### config.mk
export PLATFORM = sky130hd
export DESIGN_NAME = pip_acc
export DESIGN_NICKNAME = d
export VERILOG_FILES = /design/src/pip_pkg.sv /design/src/pip_acc.sv
export SDC_FILE = /design/constraint.sdc
export NUM_CORES = 1
export LEC_CHECK = 0
export BUFFER_PORTS_ARGS = -buffer_cell sky130_fd_sc_hd__buf_2
export CAP_MARGIN = 40
export CORE_AREA = 8 8 45 47
export CTS_BUF_LIST = sky130_fd_sc_hd__clkbuf_4 sky130_fd_sc_hd__clkbuf_8
export DETAILED_ROUTE_END_ITERATION = 16
export DIE_AREA = 0 0 53 55
export SYNTH_ARGS = -nofsm -noshare
export SYNTH_HDL_FRONTEND = slang
export SYNTH_SLANG_ARGS = --single-unit
### constraint.sdc
create_clock -name clk -period 1.3 [get_ports clk]
set_input_delay 0.13 -clock clk [delete_from_list [all_inputs] [get_ports clk]]
set_output_delay 0.13 -clock clk [all_outputs]
set_load 0.05 [all_outputs]
### src/pip_pkg.sv
// shared constants, types and helpers for the point-in-polygon crossing test
`default_nettype none
package pip_pkg;

  localparam int COORD_BITS_DEF = 16;
  localparam int RAY_BITS       = 16;
  localparam int SEEN_BITS      = 2;
  localparam int MIN_VERTICES   = 3;
  localparam int ADDR_BITS      = 3;
  localparam int DATA_BITS      = 32;

  localparam logic signed [RAY_BITS-1:0] RAY_RESET = 16'sd10000;

  // register index taken from the word address
  localparam logic [ADDR_BITS-3:0] REG_RAY_END_X = 1'b0;

  typedef enum logic [1:0] {
    ORI_COLLINEAR = 2'd0,
    ORI_CW        = 2'd1,
    ORI_CCW       = 2'd2
  } orient_t;

  // per-edge result of the intersection test
  typedef struct packed {
    logic hit;
    logic coll;
    logic on_box;
  } edge_flags_t;

  // control that travels with one item through the pipeline
  typedef struct packed {
    logic valid;
    logic has_edge;
    logic closing;
    logic last;
  } item_ctl_t;

  function automatic orient_t orient_of(input logic is_zero, input logic is_neg);
    orient_t o;
    if (is_zero) begin
      o = ORI_COLLINEAR;
    end else if (is_neg) begin
      o = ORI_CCW;
    end else begin
      o = ORI_CW;
    end
    return o;
  endfunction

endpackage
`default_nettype wire

### src/pip_acc.sv
// crossing parity and early-decision state, result register and pipeline advance
`default_nettype none
module pip_acc
  import pip_pkg::*;
(
  input  wire logic        clk,
  input  wire logic        rst,
  input  wire item_ctl_t   s3_ctl,
  input  wire edge_flags_t e_flags,
  input  wire edge_flags_t c_flags,
  input  wire logic        out_ready,
  output logic             out_valid,
  output logic             inside_res,
  output logic             adv
);

  logic crossing_parity, answer_fixed, fixed_answer;
  logic p1, f1, a1;
  logic p2, f2, a2;
  logic res;
  logic commit;

  // a result can only leave when the output register is free or being taken
  assign adv    = !s3_ctl.valid || !s3_ctl.last || !out_valid || out_ready;
  assign commit = adv && s3_ctl.valid;

  always_comb begin
    p1 = crossing_parity;
    f1 = answer_fixed;
    a1 = fixed_answer;
    if (s3_ctl.has_edge && !answer_fixed && e_flags.hit) begin
      if (e_flags.coll) begin
        f1 = 1'b1;
        a1 = e_flags.on_box;
      end else begin
        p1 = !crossing_parity;
      end
    end
    p2 = p1;
    f2 = f1;
    a2 = a1;
    // closing edge from the last vertex back to the first
    if (s3_ctl.closing && !f1 && c_flags.hit) begin
      if (c_flags.coll) begin
        f2 = 1'b1;
        a2 = c_flags.on_box;
      end else begin
        p2 = !p1;
      end
    end
    if (!s3_ctl.closing) begin
      res = 1'b0;
    end else if (f2) begin
      res = a2;
    end else begin
      res = p2;
    end
  end

  always_ff @(posedge clk) begin
    if (rst) begin
      crossing_parity <= 1'b0;
      answer_fixed    <= 1'b0;
      fixed_answer    <= 1'b0;
    end else if (commit) begin
      if (s3_ctl.last) begin
        crossing_parity <= 1'b0;
        answer_fixed    <= 1'b0;
        fixed_answer    <= 1'b0;
      end else begin
        crossing_parity <= p2;
        answer_fixed    <= f2;
        fixed_answer    <= a2;
      end
    end
  end

  always_ff @(posedge clk) begin
    if (rst) begin
      out_valid <= 1'b0;
    end else if (commit && s3_ctl.last) begin
      out_valid <= 1'b1;
    end else if (out_ready) begin
      out_valid <= 1'b0;
    end
  end

  always_ff @(posedge clk) begin
    if (commit && s3_ctl.last) begin
      inside_res <= res;
    end
  end

endmodule
`default_nettype wire

==> run_results.csv <==
group,metric,value,unit
sta,fin_crit,1401,ps
setup_path,r2r_cells,4,
sta,max-slew-margin-rel,0.8344,
sta,worst_slack,-100.5,ps
logic_synthesis,avgSynthCellArea,9.458,µm²
sta,max_freq,714.0,MHz
clock_tree,cts_buffers,3,
setup_path,cp-startpoint,"answer_fixed$_SDFFE_PP0P_",
logic_synthesis,synthTopCellsByArea,"dfxtp_1 25%, edfxtp_1 9.3%, nor4bb_4 7.8%",
drt,vias,356,
final_layout,layout.nets,70,
final_layout,final_cell_mix,"15 x buf_2, 4 x clkbuf_4",
final_layout,drive_gt1_frac,0.5714,
sta,skew,7.794,ps
power,p_per_area,945.3,nW/µm²
final_layout,area_growth,59.14,%
die,num_io_pins,16,
die,die_area,2915,µm²
setup_path,worstPathMaxFanout,4,
drt,routed_wl,903,µm
final_layout,multi_input_area,249.0,µm²
clock_tree,htreeDepth,1,
drt,drtAntennaViolNets,0,
setup_path,required,1290,ps
sta,final_max_slew_viol_count,0,
setup_path,timing.rr.start,"answer_fixed$_SDFFE_PP0P_",
placement,portBuffers,15,
logic_synthesis,synth_top_cell_area_share,0.2490,
power,switching_share,0.2677,
placement,routabilityCongestion,0.8148,
final_layout,final_util,0.3698,
setup_path,worst-endpoint-arrival,1390,ps
drt,drt-wirelength-per-cell,12.54,µm
setup_path,r2r-end,"inside_res$_SDFFCE_PN0P_",
logic_synthesis,synth_cell_type_count,19,
global_routing,track_usage,0.07326,
power,p_int,0.3543,mW
run,max-cap-violations,0,
setup_path,critPathCaptureType,"register",
outcome,status,"finished, violations left",
power,power.switching,0.1295,mW
sta,setup_viol,2,
clock_tree,clock_sinks,5,
power,pwr-share-comb,0.234,
setup_path,rrSetupSlack,-100,ps
die,fp.dieH,55,µm
final_layout,fillers,141,
power,p_seq_frac,0.347,
global_routing,grt_pass1_wl,1.538,mm
logic_synthesis,syn_nets,47,
sta,period_share,1.077,
worst_hold_path,hold_class,"input pin to register",
die,die_w,53,µm
power,clkPwrFrac,0.419,
clock_tree,cts_tree,"yes",
logic_synthesis,synth_seq_cells,5,
sta,final_hold_viol_count,0,
final_layout,diodes,0,
final_layout,layout_commonest_cell,"buf_2",
setup_path,critPathKind,"register to register",
power,fin_total_pwr,0.4838,mW
clock_tree,clkLatencyLatePin,250,ps
global_routing,grt_pass1_vias,381,
logic_synthesis,synth_area_leader_cell,"dfxtp_1",
logic_synthesis,syn-instance-count,34,
logic_synthesis,yosysWarnings,0,
die,start_util,0.2324,
drt,drtIter0Drc,10,
drt,drc,0,
global_routing,grt_start_max_net_pins,7,
final_layout,seqCellArea,115.1,µm²
clock_tree,clock_path_buffers,2,
drt,vias_per_cell,4.944,
placement,dp_hpwl,708.6,µm
clock_tree,ctsHoldBuffers,0,
sta,timing.hold.ws,122.7,ps
setup_path,cp-endpoint,"inside_res$_SDFFCE_PN0P_",
outcome,failed_checks,"negative setup slack",
sta,rsz0062_at_grt,"true",
global_routing,antenna_found_initial,0,
power,power_leakage,0.2074,nW
clock_tree,clock-root-buffer,"clkbuf_4",
sta,tightest_slew,250.2,ps
clock_tree,clk_pin_slew,50,ps
global_routing,grt_overflow,0,
drt,firstDrtPassIters,4,
setup_path,start_kind,"register",
logic_synthesis,yosysSeqAreaShare,0.3424,
power,irDropWorstVdd,443.2,µV
die,num_rows,14,
logic_synthesis,syn-cell-area,321.6,µm²
die,core_area,1384,µm²
## logic make-up after synthesis
logic type / after synthesis / share of synthesized area
AND/OR/NAND/NOR: 17 / 0.3541
AO/OA/AOI/OAI: 8 / 0.1829
flip-flops: 5 / 0.3424
XOR/XNOR: 2 / 0.05448
multiplexers: 2 / 0.06615
## worst max-delay path: stages (launching register included)
cell      delay (ps)
dfxtp_4          360
nand4b_1         210
mux2_4           340
mux2i_4          160
o22ai_1           90
## registers in the layout (all words and copies together) (netlist names)
| name | count |
|---|---|
| fixed_answer | 1 |
| out_valid | 1 |
| crossing_parity | 1 |
| answer_fixed | 1 |
| inside_res | 1 |
## synthesized netlist by cell type
| cell type | instances |
|---|---|
| o22ai_1 | 1 |
| o31ai_1 | 2 |
| nor2b_1 | 1 |
| dfxtp_1 | 4 |
| mux2_1 | 1 |
| nand4b_1 | 2 |
| nor4bb_4 | 1 |
| nand2b_1 | 1 |
| nand3b_1 | 2 |
| mux2i_1 | 1 |
| nand4_1 | 1 |
| nand3_1 | 3 |
| xnor2_1 | 2 |
| a21bo_2 | 1 |
| a31oi_2 | 1 |
| a21oi_1 | 3 |
| nand2_1 | 3 |
| nor2_1 | 3 |
| edfxtp_1 | 1 |
## routing by layer
layer  track usage  wire (µm)
met5             0          0
met2        0.1191        400
met3       0.05882        123
met1       0.07306        379
met4       0.01293          0
## cell type report
cell class / instances / area share
Multi-Input combinational cell: 29 / 0.4866
Clock buffer: 4 / 0.05868
Tap cell: 16 / 0.03912
Timing Repair Buffer: 18 / 0.1907
Sequential cell: 5 / 0.2249
## worst min-delay path by stage
stage / slack, ps / from / cells past startpoint / to
4_1_cts: 110 / rst / 2 / out_valid$_SDFFE_PP0P_
3_3_place_gp: 360 / rst / 2 / out_valid$_SDFFE_PP0P_
6_report: 120 / rst / 2 / out_valid$_SDFFE_PP0P_
2_1_floorplan: 190 / rst / 1 / answer_fixed$_SDFFE_PP0P_
3_5_place_dp: 360 / rst / 2 / answer_fixed$_SDFFE_PP0P_
5_1_grt: 130 / rst / 2 / out_valid$_SDFFE_PP0P_
## power groups by stage
stage	clock [mW]	combinational (mW)	sequential [mW]
after floorplan	0	0.0413	0.184
after CTS	0.211	0.103	0.168
after global placement	0	0.0969	0.172
after global routing	0.224	0.123	0.169
after detailed placement	0	0.0982	0.172
final	0.203	0.113	0.168
## timing repair
item                                    in CTS  in global routing
setup buffers                                0                  1
pin swaps                                    1                  3
gates resized for setup                      4                  3
endpoints found under the setup margin       2                  4
## stage by stage
stage,worst slack (ps),setup TNS (ps),cells,cell area (µm²)
floorplan,-11.33,-11.33,34,329.1
global placement,-46.39,-51.06,67,439.2
detailed placement,-80.56,-117.9,67,439.2
CTS,-78.43,-112.1,71,484.2
global route,-157.2,-326.3,72,511.7
finish,-100.5,-153.1,72,511.7
Power figures use the tool's default switching activity.
