[config.mk]
export PLATFORM = sky130hd
export DESIGN_NAME = pip_edge
export DESIGN_NICKNAME = d
export VERILOG_FILES = /design/src/pip_pkg.sv /design/src/pip_edge.sv
export SDC_FILE = /design/constraint.sdc
export NUM_CORES = 2
export LEC_CHECK = 0
export BUFFER_PORTS_ARGS = -buffer_cell sky130_fd_sc_hd__buf_2
export CAP_MARGIN = 10
export CORE_MARGIN = 5
export CORE_UTILIZATION = 40
export CTS_CLUSTER_DIAMETER = 100
export CTS_CLUSTER_SIZE = 28
export DETAILED_ROUTE_END_ITERATION = 6
export GPL_TIMING_DRIVEN = 1
export HOLD_SLACK_MARGIN = 0.08
export PLACE_DENSITY_LB_ADDON = 0.3
export SLEW_MARGIN = 10
export SYNTH_ARGS = -nofsm -noshare
export SYNTH_HDL_FRONTEND = slang
export SYNTH_SLANG_ARGS = --single-unit
[constraint.sdc]
create_clock -name clk -period 34.4 [get_ports clk]
set_clock_uncertainty 0.05 [all_clocks]
set_input_delay 6.88 -clock clk [delete_from_list [all_inputs] [get_ports clk]]
set_output_delay 6.88 -clock clk [all_outputs]
set_load 0.005 [all_outputs]
[src/pip_pkg.sv]
// shared constants, types and helpers for the point-in-polygon crossing test
`default_nettype none
package pip_pkg;

  localparam int COORD_BITS_DEF = 16;
  localparam int RAY_BITS       = 16;
  localparam int SEEN_BITS      = 2;
  localparam int MIN_VERTICES   = 3;
  localparam int ADDR_BITS      = 3;
  localparam int DATA_BITS      = 32;

  localparam logic signed [RAY_BITS-1:0] RAY_RESET = 16'sd10000;

  // register index taken from the word address
  localparam logic [ADDR_BITS-3:0] REG_RAY_END_X = 1'b0;

  typedef enum logic [1:0] {
    ORI_COLLINEAR = 2'd0,
    ORI_CW        = 2'd1,
    ORI_CCW       = 2'd2
  } orient_t;

  // per-edge result of the intersection test
  typedef struct packed {
    logic hit;
    logic coll;
    logic on_box;
  } edge_flags_t;

  // control that travels with one item through the pipeline
  typedef struct packed {
    logic valid;
    logic has_edge;
    logic closing;
    logic last;
  } item_ctl_t;

  function automatic orient_t orient_of(input logic is_zero, input logic is_neg);
    orient_t o;
    if (is_zero) begin
      o = ORI_COLLINEAR;
    end else if (is_neg) begin
      o = ORI_CCW;
    end else begin
      o = ORI_CW;
    end
    return o;
  endfunction

endpackage
`default_nettype wire

[src/pip_edge.sv]
// one edge against the ray segment: product stage, then orientation and hit classification
`default_nettype none
module pip_edge
  import pip_pkg::*;
#(
  parameter int COORD_BITS = COORD_BITS_DEF
) (
  input  wire logic                         clk,
  input  wire logic                         adv,
  input  wire logic signed [COORD_BITS-1:0] ax,
  input  wire logic signed [COORD_BITS-1:0] ay,
  input  wire logic signed [COORD_BITS-1:0] bx,
  input  wire logic signed [COORD_BITS-1:0] by,
  input  wire logic signed [COORD_BITS-1:0] px,
  input  wire logic signed [COORD_BITS-1:0] py,
  input  wire logic signed [RAY_BITS-1:0]   ex,
  output edge_flags_t                       flags
);

  localparam int CW = (COORD_BITS > RAY_BITS) ? COORD_BITS : RAY_BITS;
  localparam int DW = CW + 1;
  localparam int PW = 2 * DW;
  localparam int OW = PW + 1;

  function automatic logic between(input logic signed [CW-1:0] v,
                                   input logic signed [CW-1:0] a,
                                   input logic signed [CW-1:0] b);
    return ((v >= a) && (v <= b)) || ((v >= b) && (v <= a));
  endfunction

  logic signed [CW-1:0] axe, aye, bxe, bye, pxe, pye, exe;
  logic signed [DW-1:0] d_by_ay, d_px_bx, d_bx_ax, d_py_by, d_ex_bx;
  logic signed [DW-1:0] d_ex_px, d_ay_py, d_by_py;
  orient_t              o3_c, o4_c;

  // stage 2
  logic signed [PW-1:0] m_a, m_b, m_c;
  logic                 w1, w2, w3, w4;
  orient_t              o3, o4;

  // stage 3 logic
  logic signed [OW-1:0] v1, v2;
  orient_t              o1, o2;
  logic                 meets;

  always_comb begin
    axe = CW'(ax);
    aye = CW'(ay);
    bxe = CW'(bx);
    bye = CW'(by);
    pxe = CW'(px);
    pye = CW'(py);
    exe = CW'(ex);
    d_by_ay = DW'(bye) - DW'(aye);
    d_px_bx = DW'(pxe) - DW'(bxe);
    d_bx_ax = DW'(bxe) - DW'(axe);
    d_py_by = DW'(pye) - DW'(bye);
    d_ex_bx = DW'(exe) - DW'(bxe);
    d_ex_px = DW'(exe) - DW'(pxe);
    d_ay_py = DW'(aye) - DW'(pye);
    d_by_py = DW'(bye) - DW'(pye);
    // ray ends share y, so these orientations reduce to minus a product of two signs
    o3_c = orient_of((d_ex_px == '0) || (d_ay_py == '0),
                     d_ex_px[DW-1] == d_ay_py[DW-1]);
    o4_c = orient_of((d_ex_px == '0) || (d_by_py == '0),
                     d_ex_px[DW-1] == d_by_py[DW-1]);
  end

  always_ff @(posedge clk) begin
    if (adv) begin
      m_a <= PW'(d_by_ay) * PW'(d_px_bx);
      m_b <= PW'(d_bx_ax) * PW'(d_py_by);
      m_c <= PW'(d_by_ay) * PW'(d_ex_bx);
      w1  <= between(pxe, axe, bxe) && between(pye, aye, bye);
      w2  <= between(exe, axe, bxe) && between(pye, aye, bye);
      w3  <= between(axe, pxe, exe) && (aye == pye);
      w4  <= between(bxe, pxe, exe) && (bye == pye);
      o3  <= o3_c;
      o4  <= o4_c;
    end
  end

  always_comb begin
    v1 = OW'(m_a) - OW'(m_b);
    v2 = OW'(m_c) - OW'(m_b);
    o1 = orient_of(v1 == '0, v1[OW-1]);
    o2 = orient_of(v2 == '0, v2[OW-1]);
    meets = ((o1 != o2) && (o3 != o4)) ||
            ((o1 == ORI_COLLINEAR) && w1) ||
            ((o2 == ORI_COLLINEAR) && w2) ||
            ((o3 == ORI_COLLINEAR) && w3) ||
            ((o4 == ORI_COLLINEAR) && w4);
  end

  always_ff @(posedge clk) begin
    if (adv) begin
      flags.hit    <= meets;
      flags.coll   <= (o1 == ORI_COLLINEAR);
      flags.on_box <= w1;
    end
  end

endmodule
`default_nettype wire

==> impl_metrics.toml <==
[outcome]
status = "finished with violations"
violations = "DRC"

[clock_network]
post_cts_buffers = 0
numCtsBuffers = 17
clk_latency_ns = 0.50
htree_num_levels = 4
clk_path_buf_depth = 2
hold_buffers = 0
cts_sinks = 113
path_clk_slew_ns = 0.06
cts_resized = 0
cts_tree = "built"
clockRootBuffer = "clkbuf_16"

[route]
vias = 38530
ant_nets = 0
via_per_inst = 5.42
first_pass_iters = 7
remaining_drc_errors = 2
wl_mm = 151
drt_iter0_markers = 3056
route.detailed.wl_per_inst_um = 21.2

[hold_path]
hold_start = "w1"
hold_path.class = "register to register"

[timing]
slew_viol_final = 0
tns_ns = 0
layout_min_cycle_time_ns = 17.34
rsz0062_at_grt = "false"
whs_ns = 0.823
tightest_slew_ns = 1.23
fin_crit_sh_pct = 50.4
hold_viol = 0
fmaxAchievable_mhz = 57.7
setup_viol = 0
slew_headroom_pct = 17.1

[synth]
synth_area_um2 = 47200
synth_ff_type = "edfxtp_1"
syn_area_per_cell_um2 = 8.58
synthDistinctLibCells = 86
synthCells = 5494
async_flop_share_pct = 0
synth_edf_count = 113
ys_seq_area_share_pct = 7.20
ys_seq_elements = 113
yosys_warnings = 0
syn_nets = 6989

[setup_path]
cp-end-kind = "register"
crit_slowest_cell = "nor2_1"
startpoint_type = "input pin"
arrival_ns = 17.54
worstPathMaxFanout = 14
worstSetupStartpoint = "px[0]"
critPathRequiredTime_ns = 34.60
reg2reg_from = "m_b[5]"
critPathMaxStageDelay_ns = 0.90
worst-setup-path-type = "input pin to register"

[placed_design]
gp_congestion = 0.999
dpl_cell_area_um2 = 49800
numPortBuffers = 116
dp_hpwl_mm = 129

[cells_and_area]
nets = 7049
area_growth_pct = 6.90
n_fill_cell = 11714
multi_input_area_um2 = 38900
layout-drive-gt1-share_pct = 5.64
final_area_um2 = 50400
final-seq-area_um2 = 3390

[global_route]
grt_pass1_wl_mm = 234
antenna_found_initial = 9
grt-ovfl-total = 0
grt_max_degree = 58
first_global_vias = 39183
grt.total_usage_pct = 24.4

[floorplanning]
initial_core_util_pct = 40.1
die_h_um = 353
fp.dieW_um = 353
core_area_um2 = 118000
io_pins = 117
dieArea_um2 = 125000
rows = 126

[flow_run]
max_cap_violations = 0
cells in the mapped netlist (71+ instances only):
library cell / instances / share of area, %
a21oi_1: 187 / 2.0
xnor2_1: 164 / 3.0
nand2b_1: 79 / 1.0
edfxtp_1: 113 / 7.2
ha_1: 484 / 13
fa_1: 897 / 38
clkbuf_1: 156 / 1.2
nand2_1: 615 / 4.9
o21ai_0: 140 / 1.5
nor2_1: 545 / 4.3
inv_1: 1163 / 9.3
nor3_1: 71 / 0.75
xor2_1: 75 / 1.4
through the flow:
step,instances,worst slack [ns],util (%)
2_1_floorplan,5494,18.74,-
3_3_place_gp,7070,16.93,42.3
3_5_place_dp,7070,16.72,42.3
4_1_cts,7101,17.23,42.8
5_1_grt,7103,16.41,42.9
6_report,7105,17.06,42.9
worst max-delay path: cells and delay by family:
| family | cells | cell delay [ns] |
|---|---|---|
| AO/OA/AOI/OAI | 16 | 4.39 |
| adder cells (fa/ha/maj) | 9 | 3.96 |
| AND/OR/NAND/NOR | 5 | 1.64 |
| multiplexers | 1 | 0.28 |
| buffers and inverters | 4 | 0.25 |
| XOR/XNOR | 1 | 0.08 |
logic make-up after synthesis:
kind of cell	count (synthesis)	share of synthesized area, %
simple gates	1695	16.3
fa+ha+maj	1381	50.9
buf+inv	1327	10.6
compound gates	717	10.1
xor+xnor	239	4.44
flops	113	7.20
mux	22	0.483
cell type report:
class,count,share of cell area (%)
clock buffers,17,0.844
well taps,1536,3.81
clock inverters,14,0.325
flip-flops and latches,113,6.73
diodes,3,0.0149
multi-input cells,4054,77.1
inverters,1163,8.66
repair buffers,205,2.48
worst paths after layout:
check / endpoint / slack [ns] / cells after the start
setup / recovery: m_a[33] / 17.06 / 36
hold / removal: flags[0] / 0.82 / 0
setup reg to reg: flags[2] / 29.18 / 14
hold reg to reg: flags[0] / 0.82 / 0
layer usage:
metal,global-route usage [%],part of all wire [%],up-vias
met5,0,0,-
met4,7.62,3.5,0
met3,4.19,8.1,202
met2,39.7,46,1493
met1,33.5,43,19394
li1,-,-,17441
layout by cell type, fill, tap and decap left out, types with 79 or more instances in the layout:
| cell | Yosys | final |
|---|---|---|
| nand2b_1 | 79 | 79 |
| o21ai_0 | 140 | 140 |
| nor2_1 | 545 | 545 |
| buf_4 | 0 | 89 |
| buf_2 | 2 | 115 |
| nand2_1 | 615 | 615 |
| a21oi_1 | 187 | 187 |
| fa_1 | 897 | 897 |
| ha_1 | 484 | 484 |
| inv_1 | 1163 | 1163 |
| edfxtp_1 | 113 | 113 |
| xnor2_1 | 164 | 154 |
sequential cells by signal, indices dropped and copies added (netlist names):
register and count:
w1 1, w4 1, o3 2, m_b 34, w2 1, o4 2
flags 3, m_a 34, m_c 34, w3 1
Power is left out: the tool's default activity adds up to more than one toggle a clock period on the data nets, which glitch-free logic cannot reach.
