==> src/pip_pkg.sv <==
// shared constants, types and helpers for the point-in-polygon crossing test
`default_nettype none
package pip_pkg;

  localparam int COORD_BITS_DEF = 16;
  localparam int RAY_BITS       = 16;
  localparam int SEEN_BITS      = 2;
  localparam int MIN_VERTICES   = 3;
  localparam int ADDR_BITS      = 3;
  localparam int DATA_BITS      = 32;

  localparam logic signed [RAY_BITS-1:0] RAY_RESET = 16'sd10000;

  // register index taken from the word address
  localparam logic [ADDR_BITS-3:0] REG_RAY_END_X = 1'b0;

  typedef enum logic [1:0] {
    ORI_COLLINEAR = 2'd0,
    ORI_CW        = 2'd1,
    ORI_CCW       = 2'd2
  } orient_t;

  // per-edge result of the intersection test
  typedef struct packed {
    logic hit;
    logic coll;
    logic on_box;
  } edge_flags_t;

  // control that travels with one item through the pipeline
  typedef struct packed {
    logic valid;
    logic has_edge;
    logic closing;
    logic last;
  } item_ctl_t;

  function automatic orient_t orient_of(input logic is_zero, input logic is_neg);
    orient_t o;
    if (is_zero) begin
      o = ORI_COLLINEAR;
    end else if (is_neg) begin
      o = ORI_CCW;
    end else begin
      o = ORI_CW;
    end
    return o;
  endfunction

endpackage
`default_nettype wire

==> src/pip_front.sv <==
// vertex tracking at the input: first and previous vertex, vertex count, stage-1 register
`default_nettype none
module pip_front
  import pip_pkg::*;
#(
  parameter int COORD_BITS = COORD_BITS_DEF
) (
  input  wire logic                         clk,
  input  wire logic                         rst,
  input  wire logic                         adv,
  input  wire logic                         in_valid,
  input  wire logic signed [COORD_BITS-1:0] point_x,
  input  wire logic signed [COORD_BITS-1:0] point_y,
  input  wire logic signed [COORD_BITS-1:0] vertex_x,
  input  wire logic signed [COORD_BITS-1:0] vertex_y,
  input  wire logic                         last_vertex,
  output item_ctl_t                         s1_ctl,
  output logic signed [COORD_BITS-1:0]      s1_px,
  output logic signed [COORD_BITS-1:0]      s1_py,
  output logic signed [COORD_BITS-1:0]      s1_vx,
  output logic signed [COORD_BITS-1:0]      s1_vy,
  output logic signed [COORD_BITS-1:0]      s1_prev_x,
  output logic signed [COORD_BITS-1:0]      s1_prev_y,
  output logic signed [COORD_BITS-1:0]      s1_first_x,
  output logic signed [COORD_BITS-1:0]      s1_first_y
);

  logic                         accept;
  logic [SEEN_BITS-1:0]         seen;
  logic [SEEN_BITS-1:0]         seen_next;
  logic signed [COORD_BITS-1:0] first_x;
  logic signed [COORD_BITS-1:0] first_y;
  logic signed [COORD_BITS-1:0] first_x_next;
  logic signed [COORD_BITS-1:0] first_y_next;
  logic signed [COORD_BITS-1:0] prev_x;
  logic signed [COORD_BITS-1:0] prev_y;
  logic                         closing;

  assign accept = in_valid && adv;

  always_comb begin
    // count saturates at the minimum polygon size
    if (seen == SEEN_BITS'(MIN_VERTICES)) begin
      seen_next = seen;
    end else begin
      seen_next = seen + SEEN_BITS'(1);
    end
    if (seen == '0) begin
      first_x_next = vertex_x;
      first_y_next = vertex_y;
    end else begin
      first_x_next = first_x;
      first_y_next = first_y;
    end
    closing = last_vertex && (seen_next == SEEN_BITS'(MIN_VERTICES));
  end

  always_ff @(posedge clk) begin
    if (rst) begin
      seen    <= '0;
      first_x <= '0;
      first_y <= '0;
      prev_x  <= '0;
      prev_y  <= '0;
    end else if (accept) begin
      if (last_vertex) begin
        seen    <= '0;
        first_x <= '0;
        first_y <= '0;
        prev_x  <= '0;
        prev_y  <= '0;
      end else begin
        seen    <= seen_next;
        first_x <= first_x_next;
        first_y <= first_y_next;
        prev_x  <= vertex_x;
        prev_y  <= vertex_y;
      end
    end
  end

  always_ff @(posedge clk) begin
    if (rst) begin
      s1_ctl <= '0;
    end else if (adv) begin
      s1_ctl.valid    <= accept;
      s1_ctl.has_edge <= (seen != '0);
      s1_ctl.closing  <= closing;
      s1_ctl.last     <= last_vertex;
    end
  end

  always_ff @(posedge clk) begin
    if (adv) begin
      s1_px      <= point_x;
      s1_py      <= point_y;
      s1_vx      <= vertex_x;
      s1_vy      <= vertex_y;
      s1_prev_x  <= prev_x;
      s1_prev_y  <= prev_y;
      s1_first_x <= first_x_next;
      s1_first_y <= first_y_next;
    end
  end

endmodule
`default_nettype wire

==> config.mk <==
export PLATFORM = sky130hd
export DESIGN_NAME = pip_front
export DESIGN_NICKNAME = d
export VERILOG_FILES = /design/src/pip_pkg.sv /design/src/pip_front.sv
export SDC_FILE = /design/constraint.sdc
export NUM_CORES = 1
export LEC_CHECK = 0
export BUFFER_PORTS_ARGS = -buffer_cell sky130_fd_sc_hd__buf_4
export CAP_MARGIN = 30
export CELL_PAD_IN_SITES_DETAIL_PLACEMENT = 1
export CELL_PAD_IN_SITES_GLOBAL_PLACEMENT = 2
export CORE_MARGIN = 2
export CORE_UTILIZATION = 35
export CTS_CLUSTER_SIZE = 24
export DETAILED_ROUTE_END_ITERATION = 10
export PLACE_DENSITY = 0.93
export REMOVE_ABC_BUFFERS = 1
export SLEW_MARGIN = 5
export SYNTH_ARGS = -nofsm -noshare
export SYNTH_HDL_FRONTEND = slang
export SYNTH_SLANG_ARGS = --single-unit
==> constraint.sdc <==
create_clock -name clk -period 3.1 [get_ports clk]
set_clock_uncertainty 0.15 [all_clocks]
set_input_delay 0.62 -clock clk [delete_from_list [all_inputs] [get_ports clk]]
set_output_delay 0.62 -clock clk [all_outputs]
set_load 0.01 [all_outputs]
==> impl_summary.md, run 1 <==
Synthesis
The post-synthesis mux area share is 0.1398%. The most frequently used cell type in the post-synthesis netlist is sky130_fd_sc_hd__nand2_1. In the synthesized netlist, the number of instances is 603. The most used flip-flop cell after synthesis is sky130_fd_sc_hd__edfxtp_1.

The adder-cell share of the synthesized area is 0%. The synthesized netlist occupies a cell area of 0.007159 sq mm. The synthesized netlist devotes 0% of its cell area to XOR and XNOR gates. Each instance of the synthesized netlist takes up on average 11.87 sq um.

The dominant cell type by area after synthesis is sky130_fd_sc_hd__edfxtp_1. Counting flops with an async set or reset pin after synthesis yields a share of 0%. The top cell type by area accounts for 53.69% of the synthesized area. In this run, synthesis produced a sequential element count of 198. The netlist uses 25 different library cells. By area the synthesized netlist is led by sky130_fd_sc_hd__edfxtp_1, sky130_fd_sc_hd__dfxtp_1, sky130_fd_sc_hd__nand2_1. The commonest cells after synthesis are sky130_fd_sc_hd__nand2_1, sky130_fd_sc_hd__edfxtp_1, sky130_fd_sc_hd__dfxtp_1.

Yosys printed 0 warnings. The share of synthesized area occupied by flip-flops and latches is 73.26%. After synthesis, the largest family of logic cells by area is simple AND/OR/NAND/NOR gates. The area fraction in compound gates after synthesis is 6.099%. In this run, synthesis inferred 128 flip-flops with an integrated enable. The simple logic cell fraction of the synthesized area is 17.65%.

Floorplan
The floorplan step defined a die boundary enclosing 0.02161 sq mm. The number of top-level pins is 201. Once the floorplan was initialized, standard cells occupied 35.50% of the core.

The die height is 147.0 microns. The row count is 52. After floorplanning, the core was sized to cover 0.02017 sq mm. In this run the horizontal extent of the chip is 147.0 microns.

Global routing
The overall track demand over capacity in global routing is 16.31%. The remaining global-route overflow is 0. The number of global-route vias before repair is 5,270.

The number of antenna violations at the first check in global routing is 0. Entering global routing, the biggest net connects 134 pins. The first global-routing pass estimated 28,030 microns of wire.

Placed design
The count of buffers added on input and output ports is 200. After detailed placement, the total cell area comes to 0.008869 sq mm. The placed wire-length estimate is 11,110 microns. The final weighted congestion in routability-driven placement is 0.7031.

Timing
The total negative setup slack is 0 ns. The worst path needs 1.838 ns of the cycle, external delays included. Dividing the final minimum period by the clock period gives 59.29%. Setup violations remaining at the end of the flow were counted as 0.

The number of slew-limit violations in the final report is 0. Headroom to the max-slew limit came out at 44.71%. The number of endpoints with negative hold slack in the final report was 0.

The highest clock frequency the design can meet is 544.0 MHz. Setup repair after global routing left no endpoint under its margin. The slew at the pin closest to its max-slew limit is 0.8294 ns.

Worst hold path
The class of the most critical hold timing path is in -> reg.

Power and ir drop
Power spread over the standard cell area amounts to 599.4 mW/mm^2. The leakage power total is 3.673 nW. The worst-case IR drop observed on VDD is 0.3263 mV.

CTS
In this run the deepest clock path goes through 2 buffers. The H-tree was split into 4 levels. The CTS sink count is 198. After clock tree synthesis, the clock-pin slew on the worst setup and hold paths is 0.07 ns. The CTS buffer count is 17. The post-CTS setup-driven buffer insertion count is 0.

In this run, post-CTS repair resized a total of 0 instances. Buffers inserted to repair hold after CTS numbered 0. The TritonCTS clock tree is done. The root buffer selected by CTS is sky130_fd_sc_hd__clkbuf_16. The clock latency on the worst-skew pair is 0.41 ns.

Route
In the routed design, unresolved DRC markers number 0. The number of detailed-route iterations in the first pass is 4. The ratio of routed vias to standard cells is 4.755. Dividing the detail-routed wire length by the instance count gives 16.63 microns. The detailed-route via count is 5,097. The DRC marker count from the first detailed-route iteration is 172. The residual antenna-violating net count after detailed routing is 0. The routed wire length is 17,830 microns.

Worst setup path
The launching element type of the critical path is a flip-flop. The highest net fanout along the worst path is 32. The worst setup path is captured at a flip-flop. The worst path required time is 3.28 ns. Data arrives at the worst endpoint at 2.02 ns. The reg2reg setup slack is 1.26 ns. The critical path class is reg -> reg.

Finish
Cells with a size suffix above 1 make up 30.17% of the layout. Relative to the synthesized area, the layout overhead comes to 31.61%. The repair_antennas step left the layout with diodes totalling 0. The final design area excluding fillers is 0.009423 sq mm. In the final design database the tool counted 858 nets.

Cells fill 46.72% of the core in the end.

Run status
The flow ran to the end, and the final reports show no timing, DRC or antenna violations.

Run
The number of maximum-capacitance constraint violations is 0.
-- path summary, 6_finish.rpt --
kind	cells after the start	startpoint	to
setup / recovery	3	seen[1]	first_x[14]
hold reg to reg	0	prev_y[12]	s1_prev_y[12]
setup reg to reg	3	seen[1]	first_x[14]
hold / removal	1	point_y[14]	s1_py[14]
-- report_power, final --
part | switching [mW] | internal [mW] | total, mW
sequential | 0.0517 | 2.96 | 3.02
combinational | 0.294 | 0.245 | 0.539
clock | 1.04 | 1.05 | 2.09
total | 1.38 | 4.26 | 5.65
-- per-layer routing --
metal  global-route usage, %  up-vias  wire, microns
met5                       0        -              0
met1                   20.46     2506           7924
li1                        -     2428              -
met4                   3.510        0            128
met2                   28.71      156           8876
met3                   4.037        7            895
-- critical path: stages (launching register included) --
cell                       delay (ns)
sky130_fd_sc_hd__dfxtp_1         0.39
sky130_fd_sc_hd__and4bb_2        0.86
sky130_fd_sc_hd__nand2_1         0.13
sky130_fd_sc_hd__a31oi_1         0.21
-- registers in the layout, summed over array words and instances (netlist names) --
signal	flops
s1_ctl	4
s1_px	16
s1_first_x	16
prev_y	16
s1_vy	16
s1_prev_x	16
s1_vx	16
prev_x	16
first_x	16
first_y	16
s1_first_y	16
s1_py	16
seen	2
s1_prev_y	16
-- area by class of cell --
class	instances	area, sq um
well taps	270	337.8
multi-input cells	365	1719
clock buffers	18	429.2
inverters	1	3.754
fillers	2224	10750
repair buffers	206	1563
flip-flops and latches	198	5245
clock inverters	14	125.1
-- logic make-up after synthesis --
| logic type | count (synthesis) |
|---|---|
| AND/OR/NAND/NOR | 285 |
| flip-flops | 198 |
| AO/OA/AOI/OAI | 79 |
| buffers and inverters | 40 |
| multiplexers | 1 |
-- metrics by stage --
| stage | hold slack (ns) | setup slack [ns] | total power [mW] | std cells |
|---|---|---|---|---|
| 6_report | 0.2259 | 1.262 | 5.648 | 1072 |
| 5_1_grt | 0.1947 | 1.089 | 5.872 | 1072 |
| 4_1_cts | 0.1992 | 1.228 | 5.732 | 1072 |
| 3_5_place_dp | 0.2644 | 0.9910 | 3.628 | 1040 |
| 3_3_place_gp | 0.2610 | 1.056 | 3.606 | 1040 |
| 2_1_floorplan | 0.2581 | 1.234 | 3.244 | 564 |
-- cells in the final DEF, fill, tap and decap left out, drive strengths merged --
cell / count
a211o: 1
a211oi: 1
a21oi: 44
a31oi: 24
and2: 1
and2b: 1
and4bb: 1
buf: 206
clkbuf: 18
clkinv: 8
clkinvlp: 3
dfxtp: 70
edfxtp: 128
inv: 4
mux2i: 1
nand2: 220
nand2b: 2
nand3: 1
nand3b: 24
nor2: 3
nor2b: 31
o21ai: 8
o21ba: 1
or2: 1
No activity file was read; power rests on OpenSTA's default activity.
==> run 2: changes to the inputs <==
--- a/config.mk
+++ b/config.mk
@@ -10,10 +10,10 @@
 export CELL_PAD_IN_SITES_DETAIL_PLACEMENT = 1
 export CELL_PAD_IN_SITES_GLOBAL_PLACEMENT = 2
 export CORE_MARGIN = 2
-export CORE_UTILIZATION = 35
+export CORE_UTILIZATION = 33
 export CTS_CLUSTER_SIZE = 24
 export DETAILED_ROUTE_END_ITERATION = 10
-export PLACE_DENSITY = 0.93
+export PLACE_DENSITY = 0.89
 export REMOVE_ABC_BUFFERS = 1
 export SLEW_MARGIN = 5
 export SYNTH_ARGS = -nofsm -noshare
==> constraint.sdc (replaced) <==
create_clock -name clk -period 1.9 [get_ports clk]
set_clock_uncertainty 0.15 [all_clocks]
set_input_delay 0.38 -clock clk [delete_from_list [all_inputs] [get_ports clk]]
set_output_delay 0.38 -clock clk [all_outputs]
set_load 0.01 [all_outputs]
==> run 2 against run 1 <==
Compared with the run above:
- combinational power rose by 91%
- first-iteration DRC count rose by 4.7%
- via count rose by 5.5%
- utilization rose by 1.5 points
- largest cell class unchanged
- highest routed layer unchanged
==> impl_summary.md, run 2 (synthesis results as in run 1) <==
Run status
The flow ran to the end, and the final reports show no timing, DRC or antenna violations.

Timing
The highest clock frequency the design can meet is 639.5 MHz (+18%). The share of the cycle needed by the critical path after routing was 82.31% (+23 points). The number of endpoints with negative hold slack in the final report is 0 (unchanged). The number of slew-limit violations in the final report is 0 (unchanged). The final worst hold slack is 0.1229 ns (-0.1030 ns). The slew at the pin closest to its max-slew limit is 0.8425 ns (+0.01305 ns). The total negative setup slack came to 0 ns (unchanged). The tightest slew margin relative to the limit came to 43.84% (-0.87 points). The final number of setup-violating endpoints is 0 (unchanged). The time the worst path needs with I/O delays and setup was 1.564 ns (-0.2743 ns). Setup repair after global routing left no endpoint under its margin.

Global routing
The global-route wire length before repair was 30,330 microns (+8.2%). The pin count of the biggest net entering global routing is 71 (-47%). The remaining global-route overflow is 0 (unchanged).

The number of global-route vias before repair is 5,786 (+9.8%). The overall track demand over capacity in global routing came to 17.39% (+1.1 points). The number of antenna violations at the first check in global routing was 0 (unchanged).

Floorplan
The row count is 53 (+1.9%). The initial core utilization is 33.84% (-1.7 points). The core outline area came to 0.02115 sq mm (+4.9%). The die height is 151.3 microns (+2.9%).

The width of the die was 151.3 microns (+2.9%). The number of top-level pins was 201 (unchanged). The die area is 0.02289 sq mm (+5.9%).

Route
The ratio of routed vias to standard cells is 4.691 (-1.3%). The detailed-route via count was 5,376 (+5.5%). The routed wire length is 19,650 microns (+10%). The number of detailed-route iterations in the first pass is 4 (unchanged).

The residual antenna-violating net count after detailed routing is 0 (unchanged). The number of design rule violations left after detail routing was 0 (unchanged). The average detailed-routed wire length per instance is 17.15 microns (+3.1%). The DRC marker count from the first detailed-route iteration came to 180 (+4.7%).

CTS
The number of instances resized during post-cts repair is 0 (unchanged). The clock latency on the worst-skew pair is 0.43 ns (+0.02 ns). The number of buffers added to fix hold violations after cts came to 64 (+64). The post-CTS setup-driven buffer insertion count is 0 (unchanged).

The cell sitting at the root of the clock tree is a sky130_fd_sc_hd__clkbuf_16. The maximum clock path buffer count was 2 (unchanged). The number of H-tree levels is 4 (unchanged).

The CTS buffer count is 17 (unchanged). The post-CTS clock slew at the launch and capture registers of the worst setup and hold paths is 0.08 ns (about the same). The CTS sink count came to 198 (unchanged). The TritonCTS clock tree is done.

Worst setup path
The launching element type of the critical path is a flip-flop. The total number of cells along the worst setup path is 4 (+1). The nature of the critical path endpoint is a flip-flop. Walking the worst path, the cells encountered are or2_2, buf_4, nand2_1, nand2_1. The worst path required time is 1.94 ns (-1.34 ns). The startpoint of the most critical register-to-register path is seen[1].

The delay contributed by the slowest stage of the critical path came to 0.39 ns (-0.47 ns). Among all stages on the critical path, the largest delay is contributed by sky130_fd_sc_hd__dfxtp_1. The endpoint arrival time on the critical path is 1.61 ns (-0.41 ns). In this design, the largest share of critical-path delay is due to simple AND/OR/NAND/NOR gates. The highest net fanout along the worst path is 33 (+3.1%). The buffering stage count on the worst path with inverters included is 1 (+1).

The endpoint of the worst register-to-register path is s1_first_y[8]. The cell depth of the worst flop-to-flop path is 4 (+1). The reg2reg setup slack is 0.34 ns (-0.93 ns).

The critical path in this run is classified as reg -> reg. The cell that appears most often on the critical path is sky130_fd_sc_hd__nand2_1.

Placed design
The count of buffers inserted at the top-level ports is 200 (unchanged). The placed wire-length estimate is 11,570 microns (+4.2%). The final weighted congestion in routability-driven placement is 0.6834 (-2.8%).

Finish
The top cell types in the final layout, fill and taps aside, are sky130_fd_sc_hd__nand2_1, sky130_fd_sc_hd__buf_4, sky130_fd_sc_hd__edfxtp_1. The fraction of layout cells with a size suffix above 1 is 28.24% (-1.9 points). Compared with the post-synthesis result, the final layout area differs by 42.40%. The filler cell count is 2,259 (+1.6%). The diode insertion count for antenna repair is 0 (unchanged).

Leaving out fill and tap cells, the most frequent cell in the layout is sky130_fd_sc_hd__nand2_1. The net total in the final layout came to 927 (+8.0%).

Power and ir drop
The internal power contribution is 7.068 mW (+66%). The sequential share of power is 52.5% (-0.9 points). The peak supply drop is 0.5759 mV (+77%). The power per cell area came to 921.0 mW/mm^2 (+54%). The leakage power total is 4.002 nW (+9.0%). The net switching power is 2.322 mW (+68%). The combinational share of power is 11.0% (+1.5 points). The proportion of power drawn by the clock network is 36.5% (-0.5 points). The proportion of total power due to net switching is 24.73% (+0.23 points).

Worst hold path
The destination of the worst hold path is s1_ctl[1]. The class of the most critical hold timing path is in -> reg. The hold-critical path depth is 3 (+2). The startpoint of the lowest-slack hold path is adv.

Run
The number of maximum-capacitance constraint violations is 0 (unchanged).
==> run 2: changes by cell type in the layout (fill, tap and decap cells not counted) <==
cell	change
sky130_fd_sc_hd__buf_16	+1
sky130_fd_sc_hd__inv_6	+3
sky130_fd_sc_hd__clkinv_4	-1
sky130_fd_sc_hd__clkinv_1	+1
sky130_fd_sc_hd__clkinv_2	-1
sky130_fd_sc_hd__buf_12	+6
sky130_fd_sc_hd__buf_4	-2
sky130_fd_sc_hd__clkinv_8	-1
sky130_fd_sc_hd__clkinvlp_4	-1
sky130_fd_sc_hd__dlygate4sd3_1	+64
==> run 2: through the flow <==
stage,area [sq um],cells,setup slack (ns),utilization (%),total power [mW]
floorplan,6959,564,0.03415,-,5.293
global placement,8980,1049,0.1948,42.45,5.913
detailed placement,8980,1049,0.1353,42.45,5.950
CTS,10170,1145,0.1398,48.06,9.500
global route,10190,1146,0.2129,48.19,9.778
finish,10190,1146,0.3362,48.19,9.390
==> run 2: layout make-up <==
| cell class | instances | area (sq um) | share of cell area, % |
|---|---|---|---|
| sequential | 198 | 5245 | 51.45 |
| tap | 275 | 344.1 | 3.375 |
| clock buffer | 18 | 429.2 | 4.210 |
| inverter | 1 | 3.754 | 0.03682 |
| multi-input combinational | 365 | 1719 | 16.86 |
| timing repair buffer | 275 | 2336 | 22.91 |
| clock inverter | 14 | 117.6 | 1.154 |
==> run 2: per-layer routing <==
metal  up-vias  GRT usage [%]  part of all wire, %
li1       2566              -                    -
met1      2629          20.06                   42
met2       159          31.13                   50
met3        22          4.699                  6.5
met4         0          5.841                  1.3
met5         -              0                    0
==> run 2: worst max-delay path by stage <==
stage / start / to
2_1_floorplan: seen[1] / first_x[10]
3_3_place_gp: adv / prev_x[6]
3_5_place_dp: adv / prev_y[2]
4_1_cts: seen[1] / s1_first_y[7]
5_1_grt: seen[1] / first_y[5]
6_report: seen[1] / s1_first_y[8]
==> run 2: power by group through the flow <==
stage	logic, mW	clock network [mW]	registers (mW)
detailed placement	0.929	0	5.02
finish	1.03	3.43	4.93
floorplan	0.180	0	5.11
global route	1.13	3.70	4.95
CTS	1.04	3.53	4.93
global placement	0.902	0	5.01
==> run 2: worst register-to-register path: stages (launching register included) <==
cell                      delay [ns]
sky130_fd_sc_hd__dfxtp_1        0.39
sky130_fd_sc_hd__or2_2          0.33
sky130_fd_sc_hd__buf_4          0.25
sky130_fd_sc_hd__nand2_1        0.15
sky130_fd_sc_hd__nand2_1        0.06
==> run 3: changes to the inputs <==
==> constraint.sdc (replaced) <==
create_clock -name clk -period 1.6 [get_ports clk]
set_clock_uncertainty 0.15 [all_clocks]
set_input_delay 0.32 -clock clk [delete_from_list [all_inputs] [get_ports clk]]
set_output_delay 0.32 -clock clk [all_outputs]
set_load 0.01 [all_outputs]
==> run 3 against run 2 <==
Compared with the run above:
- global-route usage about the same
- power up 19%
- cell count is 0.26% higher
- combinational power rose by 21%
- die area unchanged
- worst setup slack worse by 0.27 ns
- register-to-register slack worse by 0.27 ns
- non-clock buffer count grew 3
- fmax increased by 2.2%
- cell area rose by 0.77%
- sequential cell count unchanged
- routed wire length is 2.4% higher
==> impl_summary.md, run 3 (synthesis results as in run 1) <==
Run status
The run finished with clean final reports.

Floorplan
The row count is 53 (unchanged). The core outline area is 0.02115 sq mm (unchanged). The number of top-level pins came to 201 (unchanged). The width of the die was 151.3 microns (unchanged).

The die area came to 0.02289 sq mm (unchanged). The die height is 151.3 microns (unchanged). The initial core utilization was 33.84% (unchanged).

Timing
Setup repair after global routing left no endpoint under its margin. The number of slew-limit violations in the final report is 0 (unchanged). The total negative setup slack came to 0 ns (unchanged). The tightest slew margin relative to the limit is 43.85% (about the same). The final number of setup-violating endpoints is 0 (unchanged). The share of the cycle needed by the critical path after routing is 95.65% (+13 points).

The final worst slack is 0.06960 ns (-0.2666 ns). The slew at the pin closest to its max-slew limit was 0.8423 ns (-0.0001830 ns). The time the worst path needs with I/O delays and setup is 1.530 ns (-0.03342 ns). The highest clock frequency the design can meet is 653.4 MHz (+2.2%). The final worst hold slack is 0.1237 ns (+0.0008180 ns). The number of endpoints with negative hold slack in the final report is 0 (unchanged).

Finish
The synthesis-to-finish area growth is 43.50%. The net total in the final layout is 931 (+0.43%). Leaving out fill and tap cells, the most frequent cells in the layout are sky130_fd_sc_hd__nand2_1, sky130_fd_sc_hd__buf_4, sky130_fd_sc_hd__edfxtp_1. The number of non-filler instances in the completed layout is 1,149 (+0.26%). The diode insertion count for antenna repair is 0 (unchanged). The most common library cell in the layout ignoring fill and taps is sky130_fd_sc_hd__nand2_1. The fraction of layout cells with a size suffix above 1 was 28.95% (+0.70 points). The core occupancy in the finished layout was 48.57% (+0.37 points). The final design area excluding fillers was 0.01027 sq mm (+0.77%).

The filler cell count is 2,236 (-1.0%).

Worst setup path
The endpoint of the worst register-to-register path is first_y[1]. The critical path's slowest cell is sky130_fd_sc_hd__dfxtp_4. The startpoint of the most critical register-to-register path is seen[0].

The family of cells with the greatest summed delay on the critical path is simple AND/OR/NAND/NOR gates. The reg2reg setup slack is 0.07 ns (-0.27 ns). The delay contributed by the slowest stage of the critical path came to 0.38 ns (about the same). The worst path required time is 1.81 ns (-0.13 ns).

The buffering stage count on the worst path with inverters included is 2 (+1). The cell depth of the worst flop-to-flop path is 5 (+1). STA classifies the critical path endpoint as a flip-flop. The highest net fanout along the worst path was 16 (-52%). The signal on the critical path passes through buf_6, and4bb_4, clkbuf_16, nand2_1, a31oi_1. The endpoint arrival time on the critical path was 1.74 ns (+0.13 ns). STA classifies the critical path startpoint as a flip-flop.

The critical path class is reg -> reg.

Route
The average detailed-routed wire length per instance was 17.52 microns (+2.1%). The residual antenna-violating net count after detailed routing came to 0 (unchanged). The ratio of routed vias to standard cells was 4.746 (+1.2%).

The number of detailed-route iterations in the first pass is 4 (unchanged). The number of design rule violations left after detail routing came to 0 (unchanged). The detailed-route via count is 5,453 (+1.4%). The DRC marker count from the first detailed-route iteration came to 205 (+14%). The routed wire length is 20,130 microns (+2.4%).

CTS
The CTS sink count is 198 (unchanged). The clock latency on the worst-skew pair is 0.44 ns (about the same). The number of H-tree levels came to 4 (unchanged).

The post-CTS clock slew at the launch and capture registers of the worst setup and hold paths is 0.07 ns (about the same). The CTS buffer count came to 17 (unchanged). The tree is rooted in a sky130_fd_sc_hd__clkbuf_16.

The maximum clock path buffer count is 2 (unchanged). The TritonCTS clock tree is done.

Power and ir drop
The combinational share of power is 11.2% (+0.2 points). The internal power contribution is 8.399 mW (+19%). The proportion of total power due to net switching came to 24.68% (-0.051 points). The proportion of power drawn by the clock network is 36.2% (-0.3 points). The total power of the final layout came to 11.15 mW (+19%). The leakage power total came to 4.033 nW (+0.77%). The sequential share of power is 52.5% (about the same). The net switching power came to 2.751 mW (+19%).

The power per cell area is 1085 mW/mm^2 (+18%). The peak supply drop is 0.6509 mV (+13%).

Placed design
The cell total after placement is 1,051 (+0.19%). The post-placement worst setup slack came to -0.1738 ns (-0.3091 ns). The placed wire-length estimate is 11,910 microns (+2.9%). The count of buffers inserted at the top-level ports came to 200 (unchanged). The total placed instance area is 0.009020 sq mm (+0.45%). The final weighted congestion in routability-driven placement is 0.6751 (-1.2%).

Global routing
The number of global-route vias before repair is 5,705 (-1.4%). The remaining global-route overflow came to 0 (unchanged). The global-route wire length before repair came to 30,480 microns (+0.50%). The overall track demand over capacity in global routing was 17.41% (+0.021 points). The pin count of the biggest net entering global routing was 79 (+11%). The number of antenna violations at the first check in global routing came to 0 (unchanged).

Worst hold path
The destination of the worst hold path is first_x[1]. The startpoint of the lowest-slack hold path is last_vertex. The class of the most critical hold timing path is in -> reg. The hold-critical path depth came to 4 (+1).

Run
The number of maximum-capacitance constraint violations is 0 (unchanged).
==> run 3: what timing repair did <==
item                                    CTS  global route
hold buffers                             65             0
pin swaps                                 1             2
gates resized for setup                   3             4
endpoints found under the setup margin   33            11
gates cloned                              1             1
endpoints found under the hold margin    65             0
buffers inserted                          0             0
==> run 3: tightest hold or removal path, delay by kind of cell <==
| family | cells | cell delay [ns] |
|---|---|---|
| AND/OR/NAND/NOR | 2 | 0.13 |
| AO/OA/AOI/OAI | 1 | 0.05 |
| buffers and inverters | 1 | 0.15 |
==> run 3: worst max-delay path by stage <==
stage	from	endpoint	slack, ns	cells after the start
finish	seen[0]	first_y[1]	0.07	5
CTS	seen[0]	first_y[9]	0.02	5
global route	seen[1]	first_y[9]	0.02	5
floorplan	seen[1]	first_x[10]	-0.27	3
global placement	adv	prev_y[7]	-0.11	4
detailed placement	adv	prev_x[7]	-0.17	4
==> run 3: per-layer routing <==
| layer | up-vias | GRT usage [%] | routed length (microns) |
|---|---|---|---|
| met5 | - | 0 | 0 |
| met4 | 0 | 4.907 | 220 |
| met3 | 17 | 4.036 | 1090 |
| met2 | 165 | 30.93 | 10100 |
| met1 | 2693 | 21.11 | 8720 |
| li1 | 2578 | - | - |
==> run 3: layout make-up <==
class / instances / area, sq um / area share (%)
Inverter: 1 / 3.754 / 0.03654
Tap cell: 275 / 344.1 / 3.349
Sequential cell: 198 / 5250 / 51.10
Timing Repair Buffer: 278 / 2387 / 23.24
Clock buffer: 17 / 425.4 / 4.141
Multi-Input combinational cell: 366 / 1737 / 16.90
Clock inverter: 14 / 126.4 / 1.230
==> run 3: power by group through the flow <==
stage               sequential [mW]  combinational [mW]  clock [mW]
CTS                            5.86                1.25        4.18
global route                   5.88                1.36        4.35
finish                         5.86                1.25        4.04
detailed placement             5.97                1.11           0
global placement               5.96                1.08           0
floorplan                      6.07               0.214           0
